==> src/hdl/srkt_pkg.sv <==
// ----------------------------------------------------------------------------
// Sorted keyed record table package
// Shared types for the record cells, the top level and the port checker.
// ----------------------------------------------------------------------------
package srkt_pkg;

   localparam int KEY_W  = 16;
   localparam int NAME_W = 32;
   localparam int QTY_W  = 32;

   typedef enum logic [1:0] {
      CMD_INSERT = 2'd0,
      CMD_SEARCH = 2'd1,
      CMD_UPDATE = 2'd2,
      CMD_ERASE  = 2'd3
   } cmd_type;

   typedef enum logic [1:0] {
      ST_OK        = 2'd0,
      ST_NOT_FOUND = 2'd1,
      ST_EXISTS    = 2'd2,
      ST_FULL      = 2'd3
   } status_type;

   typedef struct packed {
      logic [KEY_W-1:0]  key;
      logic [NAME_W-1:0] name;
      logic [QTY_W-1:0]  qty;
   } rec_type;

   // Broadcast to every cell for the transaction being executed.
   typedef struct packed {
      logic    insert_go;   // insert succeeds: open a slot at the sorted position
      logic    erase_go;    // erase hits: close the gap
      logic    update_go;   // update command: the hit cell adds the change
      rec_type new_rec;     // search key, new name and amount or change
   } cell_ctrl_type;

   typedef struct packed {
      logic below;          // occupied and stored key below the search key
      logic hit;            // occupied and stored key equals the search key
   } cell_flag_type;

endpackage

==> src/hdl/srkt_cell.sv <==
// ----------------------------------------------------------------------------
// Record cell
// Holds one record, compares it with the broadcast key and shifts with its
// neighbors on insert and erase.
// ----------------------------------------------------------------------------
module srkt_cell (
   input  logic                  clock,
   input  logic                  occupied,
   input  srkt_pkg::cell_ctrl_type ctrl,
   input  logic                  prev_below,
   input  srkt_pkg::rec_type     prev_rec,
   input  srkt_pkg::rec_type     next_rec,
   output srkt_pkg::cell_flag_type flags,
   output srkt_pkg::rec_type     rec,
   output logic [srkt_pkg::NAME_W-1:0] hit_name,
   output logic [srkt_pkg::QTY_W-1:0]  hit_qty
);
   import srkt_pkg::*;

   rec_type          rec_ff;
   rec_type          rec_in;
   logic [QTY_W:0]   sum_wide;
   logic [QTY_W-1:0] sum_sat;

   assign flags.below = occupied && (rec_ff.key < ctrl.new_rec.key);
   assign flags.hit   = occupied && (rec_ff.key == ctrl.new_rec.key);

   // Saturating add of the change to the stored quantity.
   assign sum_wide = {rec_ff.qty[QTY_W-1], rec_ff.qty} +
                     {ctrl.new_rec.qty[QTY_W-1], ctrl.new_rec.qty};

   always_comb begin
      if (sum_wide[QTY_W] != sum_wide[QTY_W-1]) begin
         sum_sat = sum_wide[QTY_W] ? {1'b1, {(QTY_W-1){1'b0}}}
                                   : {1'b0, {(QTY_W-1){1'b1}}};
      end else begin
         sum_sat = sum_wide[QTY_W-1:0];
      end
   end

   always_comb begin
      rec_in = rec_ff;
      if (ctrl.insert_go && !flags.below) begin
         rec_in = prev_below ? ctrl.new_rec : prev_rec;
      end else if (ctrl.erase_go && !flags.below) begin
         rec_in = next_rec;
      end else if (ctrl.update_go && flags.hit) begin
         rec_in.qty = sum_sat;
      end
   end

   always_ff @(posedge clock) begin
      rec_ff <= rec_in;
   end

   assign rec      = rec_ff;
   assign hit_name = flags.hit ? rec_ff.name : '0;
   assign hit_qty  = flags.hit ? (ctrl.update_go ? sum_sat : rec_ff.qty) : '0;

endmodule

==> config.mk <==
export PLATFORM = sky130hd
export DESIGN_NAME = srkt_cell
export DESIGN_NICKNAME = d
export VERILOG_FILES = /design/src/hdl/srkt_pkg.sv /design/src/hdl/srkt_cell.sv
export SDC_FILE = /design/constraint.sdc
export NUM_CORES = 1
export LEC_CHECK = 0
export BUFFER_PORTS_ARGS = -buffer_cell sky130_fd_sc_hd__buf_2
export CORE_ASPECT_RATIO = 0.75
export CORE_MARGIN = 10
export CORE_UTILIZATION = 41
export CTS_CLUSTER_DIAMETER = 50
export CTS_CLUSTER_SIZE = 30
export DETAILED_ROUTE_END_ITERATION = 8
export PLACE_DENSITY = 0.74
export SLEW_MARGIN = 10
export SYNTH_ARGS = -nofsm -noshare
export SYNTH_HDL_FRONTEND = slang
export SYNTH_SLANG_ARGS = --single-unit
==> constraint.sdc <==
create_clock -name clock -period 12.84 [get_ports clock]
set_clock_uncertainty 0.05 [all_clocks]
set_input_delay 0.642 -clock clock [delete_from_list [all_inputs] [get_ports clock]]
set_output_delay 0.642 -clock clock [all_outputs]
set_load 0.01 [all_outputs]
After elaboration in Yosys (flattened, before gate mapping):

Cells that the tools add are included.

* ROM bits: 0
* bits in latches: 0
* memories: 0
* bits in writable memories: 0
* bits in registers: 80
* input port bits: 246

* reduce and logical (&&, ||, !) cells: 8
* multipliers: 0
* multiplexer cells: 10
* $add $sub $neg: 1
* eq/ne operators: 2
* shift operators: 0
* bitwise operators: 0
* divide/modulo/power cells: 0
* magnitude comparators: 1

Operators by type and width (number)
* 2-to-1 mux 32 bit: 7
* 2-to-1 mux 80 bit: 2
* 2-to-1 mux 48 bit: 1
* adder 32 x 32 -> 33 bit: 1
* equality test 16 bit: 1
* < comparator 16 bit: 1
* logical AND 1 bit: 5
* nonzero test 3 bit: 1
* nonzero test 2 bit: 1
* logical NOT 1 bit: 1
* != test 1 bit: 1

Longest topological paths before layout:

Gate-level depths: netlist (run 1).

* word-level depth: 6
* gate-level depth with buffers: 18

Least setup slack after synthesis (run 1):

No wires, ideal clock.

* path kind: input to output
* from: input port ctrl[4] in the netlist's numbering
* to: output port hit_qty[16] in the netlist's numbering
* data required time: 12.148 ns
* stages: 17
* path buffers: 2
* arrival time: 4.264 ns
* setup slack: 7.884 ns
* cell sequence: ha_1 a21o_1 o21bai_1 o211ai_1 a21oi_1 o21a_1 o21a_1 o211a_1 or3_1 ha_1 clkbuf_8 nand2_1 or2_2 o31ai_4 buf_6 a21oi_1 a211oi_1

* word-level cells in the longest chain between the ends: 5
* elaborated cells on any way between the ends: 6
* classes of those cells: 1 x add/sub; 1 x eq/ne; 4 x mux

Ends and longest elaborated chain
* start: declaration: RTL line srkt_cell.sv:9 `input srkt_pkg::cell_ctrl_type ctrl,`
* adder 32 x 32 -> 33 bit *: RTL line srkt_cell.sv:29 `assign sum_wide = {rec_ff.qty[QTY_W-1], rec_ff.qty} +`
* 2-to-1 mux 32 bit or != test 1 bit (tied branches): RTL line srkt_cell.sv:34, srkt_cell.sv:33
* 2-to-1 mux 32 bit *: RTL line srkt_cell.sv:33 `if (sum_wide[QTY_W] != sum_wide[QTY_W-1]) begin`
* 2-to-1 mux 32 bit * (2 in a row): RTL line srkt_cell.sv:58 `assign hit_qty = flags.hit ? (ctrl.update_go ? sum_sat : rec_ff.qty) : '0;`
* end: declaration: RTL line srkt_cell.sv:16 `output logic [srkt_pkg::QTY_W-1:0] hit_qty`

Every way passes the cells marked *; elsewhere a longest branch is shown, timed or not.

Worst setup path in the final report (run 1):

* from: register rec_ff (netlist bit rec[1])
* to: output port hit_qty[6] in the netlist's numbering

* word-level cells in the longest chain between the ends: 5
* elaborated cells on any way between the ends: 6
* classes of those cells: 1 x add/sub; 1 x eq/ne; 4 x mux

Ends and longest elaborated chain
* start: declaration: RTL line srkt_cell.sv:20 `rec_type rec_ff;`
* start signal: assignment: RTL line srkt_cell.sv:53 `rec_ff <= rec_in;`
* adder 32 x 32 -> 33 bit *: RTL line srkt_cell.sv:29
* 2-to-1 mux 32 bit or != test 1 bit (tied branches): RTL line srkt_cell.sv:34, srkt_cell.sv:33
* 2-to-1 mux 32 bit *: RTL line srkt_cell.sv:33
* 2-to-1 mux 32 bit * (2 in a row): RTL line srkt_cell.sv:58

Marks and branches as above.

==> results of run 1 <==
==> logic make-up (layout without fill, tap and decap cells) <==
logic type,Yosys count,in the layout,synth area share
adder cells (fa/ha/maj),51,51,0.0866
buffers and inverters,85,442,0.0532
AND/OR/NAND/NOR,248,248,0.160
other,0,1,0
XOR/XNOR,20,20,0.0235
flip-flops,80,80,0.322
AO/OA/AOI/OAI,285,285,0.241
multiplexers,83,83,0.114
==> critical path: cells and delay by family, from the launching register on <==
kind            cells  cell delay [ns]
flops               1             0.47
compound gates     10             2.13
fa+ha+maj           2             0.61
buf+inv             3             0.90
simple gates        3             0.90
==> power breakdown <==
group          leakage (nW)  internal [mW]  switching, mW
clock                 0.143          0.149          0.111
combinational          3.89          0.414          0.699
sequential            0.789          0.390         0.0525
total                  4.82          0.953          0.863
==> layout make-up <==
cell class                 count  area (µm²)
fill                        1700        7970
multi-input combinational    687        4670
sequential                    80        2400
timing repair buffer         399        2020
tap                          242         303
clock buffer                   9         225
inverter                      28         105
clock inverter                 6        61.3
antenna                        1        2.50
==> layer usage <==
metal | wire, µm | global-route usage | share of wire | vias up
met2 | 14100 | 0.385 | 0.46 | 415
met4 | 410 | 0.0578 | 0.013 | 0
li1 | - | - | - | 3876
met3 | 2970 | 0.0699 | 0.097 | 32
met1 | 13100 | 0.306 | 0.43 | 3668
met5 | 0 | 0 | 0 | -
==> final timing paths <==
path | start | endpoint | slack [ns]
worst max register to register | rec[1]$_DFFE_PP_ | rec[23]$_DFFE_PP_ | 7.84
worst min register to register | rec[0]$_DFFE_PP_ | rec[0]$_DFFE_PP_ | 1.03
worst max-delay path | rec[1]$_DFFE_PP_ | hit_qty[6] | 6.75
worst min-delay path | next_rec[58] | rec[58]$_DFFE_PP_ | 0.52
==> cell usage in the layout, fill, tap and decap left out, types with 32 or more instances in the layout <==
cell,n
sky130_fd_sc_hd__nand2_1,76
sky130_fd_sc_hd__and2_1,33
sky130_fd_sc_hd__mux2i_1,66
sky130_fd_sc_hd__buf_2,390
sky130_fd_sc_hd__edfxtp_1,80
sky130_fd_sc_hd__a21oi_1,67
sky130_fd_sc_hd__o21ai_0,85
sky130_fd_sc_hd__a211oi_1,32
sky130_fd_sc_hd__ha_1,50
sky130_fd_sc_hd__nor2_1,60
==> results_dict.tcl, run 1 <==
set metrics [dict create \
    status "finished clean" \
    synth.most_common_cell "sky130_fd_sc_hd__o21ai_0" \
    fp.coreArea_um2 17800 \
    number_of_flip_flops_in_the_largest_register 80 \
    syn-instance-count 852 \
    place_ws_ns 6.85 \
    final.hold.worst_slack_ns 0.521 \
    postCtsSetupRepairBufs 0 \
    ys_seq_area_frac 0.322 \
    ys_ff_latch 80 \
    finish.net_count 1502 \
    routabilityCongestion 0.964 \
    power.total_mw 1.82 \
    critPathMaxStageDelay_ns 0.47 \
    post_cts_resize_count 0 \
    worstHoldPathType "input port to flop" \
    yosys-top-cells-area "sky130_fd_sc_hd__edfxtp_1, sky130_fd_sc_hd__mux2i_1, sky130_fd_sc_hd__ha_1" \
    syn_to_final_growth_pct 31.3 \
    detailedPlacementHpwl_um 24300 \
    number_of_placement_rows 42 \
    global_route.overflow_total 0 \
    grt_pass1_vias 7894 \
    final.setup.worst_slack_ns 6.75 \
    worst_ep_required_time_ns 12.15 \
    wl_per_cell_um 21.0 \
    cts.hold.buffers_added 0 \
    finalWorstPathRequiredPeriod_ns 6.09 \
    die_width_um 176 \
    crit_fanout 34 \
    worst-r2r-cell-count 17 \
    synth_area_leader_cell "sky130_fd_sc_hd__edfxtp_1" \
    floorplan.initialDensity 0.420 \
    drt-vias-per-instance 5.50 \
    layout.core_utilization 0.551 \
    synth_warnings 0 \
    clk_latency_ns 0.35 \
    netlist_area_um2 7460 \
    detailedRoute.firstPassIterationCount 5 \
    drive_gt1_frac 0.372 \
    pwr_density_cell_nw_per_um2 185 \
    syn_area_per_cell_um2 8.75 \
    yosys.cell_types.count 63 \
    critPathKind "flop to primary output" \
    timing_max_transition_violations_final 0 \
    grt_pass1_wl_um 45400 \
    power.static_leakage_nw 4.82 \
    postRouteAntennaNets 0 \
    antenna_found_initial 1 \
    clock.fmax_mhz 164 \
    clk_pin_slew_worst_paths_ns 0.07 \
    async_set_or_reset_flop_fraction_in_the_synthesized_netlist 0 \
    place_area_um2 9500 \
    finish.cell_count_without_fillers 1452 \
    timing.max_slew.rel_slack 0.214 \
    rsz0062_at_grt "false" \
    cts_tree "built" \
    vdd_ir_drop_max_mv 0.0886 \
    worstPathArrival_ns 5.40 \
    placed_cells_incl_taps 1436 \
    yosysTopAreaCellShare 0.322 \
    grt_use_total 0.238 \
    start_kind "flop" \
    critical_path.cell_chain "ha_1, a211oi_1, o21bai_1, o211ai_1, a21oi_1, o21a_1, o21a_1, o211a_1, or3_1, ha_1, buf_4, nand2_1, or2_2, o31ai_4, buf_4, a21oi_1, a211oi_1, buf_2" \
    detailroute.via_count 7991 \
    detail_route.drc_violations 0 \
    die_height_um 137 \
    number_of_synthesized_flops_with_an_enable_pin 80 \
    synth_top_cells_by_count "sky130_fd_sc_hd__o21ai_0, sky130_fd_sc_hd__edfxtp_1, sky130_fd_sc_hd__nand2_1" \
    buffer_ports.inserted 391 \
    max-clock-path-buffers 2 \
    drt-initial-drc-count 655 \
    synthFlopType "sky130_fd_sc_hd__edfxtp_1" \
    maxCapViolations 0 \
    postRouteWirelength_um 30500 \
    cts_num_sinks 80 \
    ctsRootBufferMaster "sky130_fd_sc_hd__clkbuf_16" \
    deepest_level_of_the_cts_h_tree 3 \
    cp_slowest_cell "sky130_fd_sc_hd__edfxtp_1" \
    cts_inserted_buffers 9 \
    dieArea_um2 24000 \
    pin_count 392 \
    final_area_um2 9790 \
    final_min_period_over_clock_period 0.474 \
    postSynthNetCount 1149 \
    largest_net_degree_at_the_start_of_global_routing 76 \
    hold-path-cell-count 3 \
    timing.final.hold_violations 0 \
    final_setup_violations 0 \
    end_kind "primary output" \
    timing.setup.tns_ns 0 \
    measured_slew_at_the_worst_slew_check_pin_ns 1.18 \
]
(Power assumes the default switching activity.)
==> run 2: changes to the inputs <==
==> constraint.sdc (replaced) <==
create_clock -name clock -period 5.7 [get_ports clock]
set_clock_uncertainty 0.05 [all_clocks]
set_input_delay 0.285 -clock clock [delete_from_list [all_inputs] [get_ports clock]]
set_output_delay 0.285 -clock clock [all_outputs]
set_load 0.01 [all_outputs]
==> run 2 against run 1 <==
Compared with the run above: total power rose by 130%; final area is 0.47% higher; critical endpoint unchanged; worst hold slack worse by 0.36 ns; final cell count up 0.14%; critical path type unchanged; global-route usage down 0.38 points; sequential share of layout area is 0.12 points lower; sequential power is 120% higher; largest power group unchanged; worst setup slack worse by 6.5 ns.
==> results_dict.tcl, run 2 (synthesized netlist as in run 1, its figures left out) <==
set metrics [dict create \
    measured_slew_at_the_worst_slew_check_pin_ns 1.11 \
    syn_to_final_growth_pct 31.9 \
    routabilityCongestion 0.950 \
    clock.fmax_mhz 185 \
    dieArea_um2 24000 \
    finish.net_count 1504 \
    worstPathArrival_ns 5.08 \
    wl_per_cell_um 20.7 \
    finish.cell_count_without_fillers 1454 \
    drt-vias-per-instance 5.51 \
    detail_route.drc_violations 0 \
    number_of_placement_rows 42 \
    clk_latency_ns 0.35 \
    timing_max_transition_violations_final 0 \
    cts_num_sinks 80 \
    detailedPlacementHpwl_um 24200 \
    detailedRoute.firstPassIterationCount 5 \
    crit_fanout 34 \
    hold_path_end "rec[35]$_DFFE_PP_" \
    status "finished clean" \
    cts_inserted_buffers 9 \
    worst-r2r-cell-count 15 \
    grt_use_total 0.234 \
    worst_ep_required_time_ns 5.37 \
    register_area_um2 2400 \
    placed_cells_incl_taps 1438 \
    start_kind "flop" \
    layout.core_utilization 0.554 \
    critPathKind "flop to primary output" \
    final_min_period_over_clock_period 0.949 \
    most-common-layout-cells "sky130_fd_sc_hd__buf_2, sky130_fd_sc_hd__o21ai_0, sky130_fd_sc_hd__edfxtp_1" \
    final_area_um2 9840 \
    worst_path_dominant_cell_family "compound AO/OA/AOI/OAI gates" \
    grt_pass1_wl_um 44900 \
    path_depth 17 \
    cts_tree "built" \
    place_area_um2 9520 \
    largest_net_degree_at_the_start_of_global_routing 75 \
    timing.final.hold_violations 0 \
    nFillCells 1693 \
    cp_slowest_cell "sky130_fd_sc_hd__edfxtp_1" \
    post_cts_resize_count 0 \
    final.hold.worst_slack_ns 0.161 \
    timing.max_slew.rel_slack 0.257 \
    vdd_ir_drop_max_mv 0.213 \
    global_route.overflow_total 0 \
    r2r_start "rec[4]$_DFFE_PP_" \
    layout_commonest_cell "sky130_fd_sc_hd__buf_2" \
    finalWorstPathRequiredPeriod_ns 5.41 \
    critical_path.cell_chain "ha_1, a21o_1, o21bai_1, o211ai_1, a21oi_1, o21a_1, o21a_1, o211a_1, or3_1, ha_1, nand2_1, or2_2, o31ai_4, buf_4, a21oi_1, a211oi_1, buf_2" \
    number_of_flip_flops_in_the_largest_register 80 \
    detailroute.via_count 8016 \
    postCtsSetupRepairBufs 0 \
    hold-path-cell-count 3 \
    path_buf_inv 2 \
    die_width_um 176 \
    grt_pass1_vias 7894 \
    floorplan.initialDensity 0.420 \
    reg2reg_setup_slack_ns 0.95 \
    maxCapViolations 0 \
    critical_path.reg2reg.endpoint "rec[27]$_DFFE_PP_" \
    critPathMaxStageDelay_ns 0.43 \
    drt-initial-drc-count 603 \
    deepest_level_of_the_cts_h_tree 3 \
    ctsRootBufferMaster "sky130_fd_sc_hd__clkbuf_16" \
    postRouteWirelength_um 30100 \
    max-clock-path-buffers 2 \
    pwr_density_cell_nw_per_um2 423 \
    timing.setup.tns_ns 0 \
    worstHoldPathType "input port to flop" \
    postRouteAntennaNets 0 \
    final_setup_violations 0 \
    pin_count 392 \
    drive_gt1_frac 0.374 \
    end_kind "primary output" \
    multiInputGateArea_um2 4670 \
    buffer_ports.inserted 391 \
    fp.coreArea_um2 17800 \
    power.static_leakage_nw 4.83 \
    cts.hold.buffers_added 0 \
    die_height_um 137 \
    clk_pin_slew_worst_paths_ns 0.07 \
    rsz0062_at_grt "false" \
    timing.hold.worst.start "next_rec[35]" \
    antenna_found_initial 1 \
]
run 2: metrics by stage:
step / power, mW / setup WS (ns)
floorplan: 2.79 / 1.29
global route: 4.48 / 0.0231
global placement: 3.44 / 0.769
detailed placement: 3.47 / 0.711
finish: 4.16 / 0.290
CTS: 4.14 / 0.324
run 2: worst reg2reg max path: cells and delay by family (launching register included):
kind / cells / cell delay (ns)
flip-flops: 1 / 0.43
adder cells (fa/ha/maj): 2 / 0.67
AND/OR/NAND/NOR: 3 / 0.91
buffers and inverters: 2 / 0.65
AO/OA/AOI/OAI: 8 / 1.76
run 2: worst max-delay path by stage:
stage,from,to
after floorplan,rec[4]$_DFFE_PP_,hit_qty[16]
after global placement,rec[1]$_DFFE_PP_,hit_qty[6]
after detailed placement,rec[4]$_DFFE_PP_,hit_qty[30]
after CTS,rec[4]$_DFFE_PP_,hit_qty[30]
after global routing,rec[4]$_DFFE_PP_,hit_qty[6]
final,rec[4]$_DFFE_PP_,hit_qty[6]
run 2: per-layer routing:
metal  global-route usage  up-vias  routed length [µm]
li1                     -     3887                   -
met3               0.0732       41                2980
met5                    0        -                   0
met2                0.369      415               13600
met1                0.301     3673               12900
met4               0.0733        0                 698
run 2: cell type report:
class                      count  share of cell area
tap                          242              0.0308
inverter                      28              0.0107
timing repair buffer         401               0.207
clock buffer                   9              0.0229
sequential                    80               0.244
antenna                        1            0.000254
clock inverter                 6             0.00941
multi-input combinational    687               0.475
run 2: report_power, final:
| part | total, mW | leakage (nW) | switching [mW] | internal (mW) |
|---|---|---|---|---|
| sequential | 0.993 | 0.789 | 0.115 | 0.879 |
| combinational | 2.52 | 3.90 | 1.58 | 0.944 |
| clock | 0.646 | 0.149 | 0.261 | 0.385 |
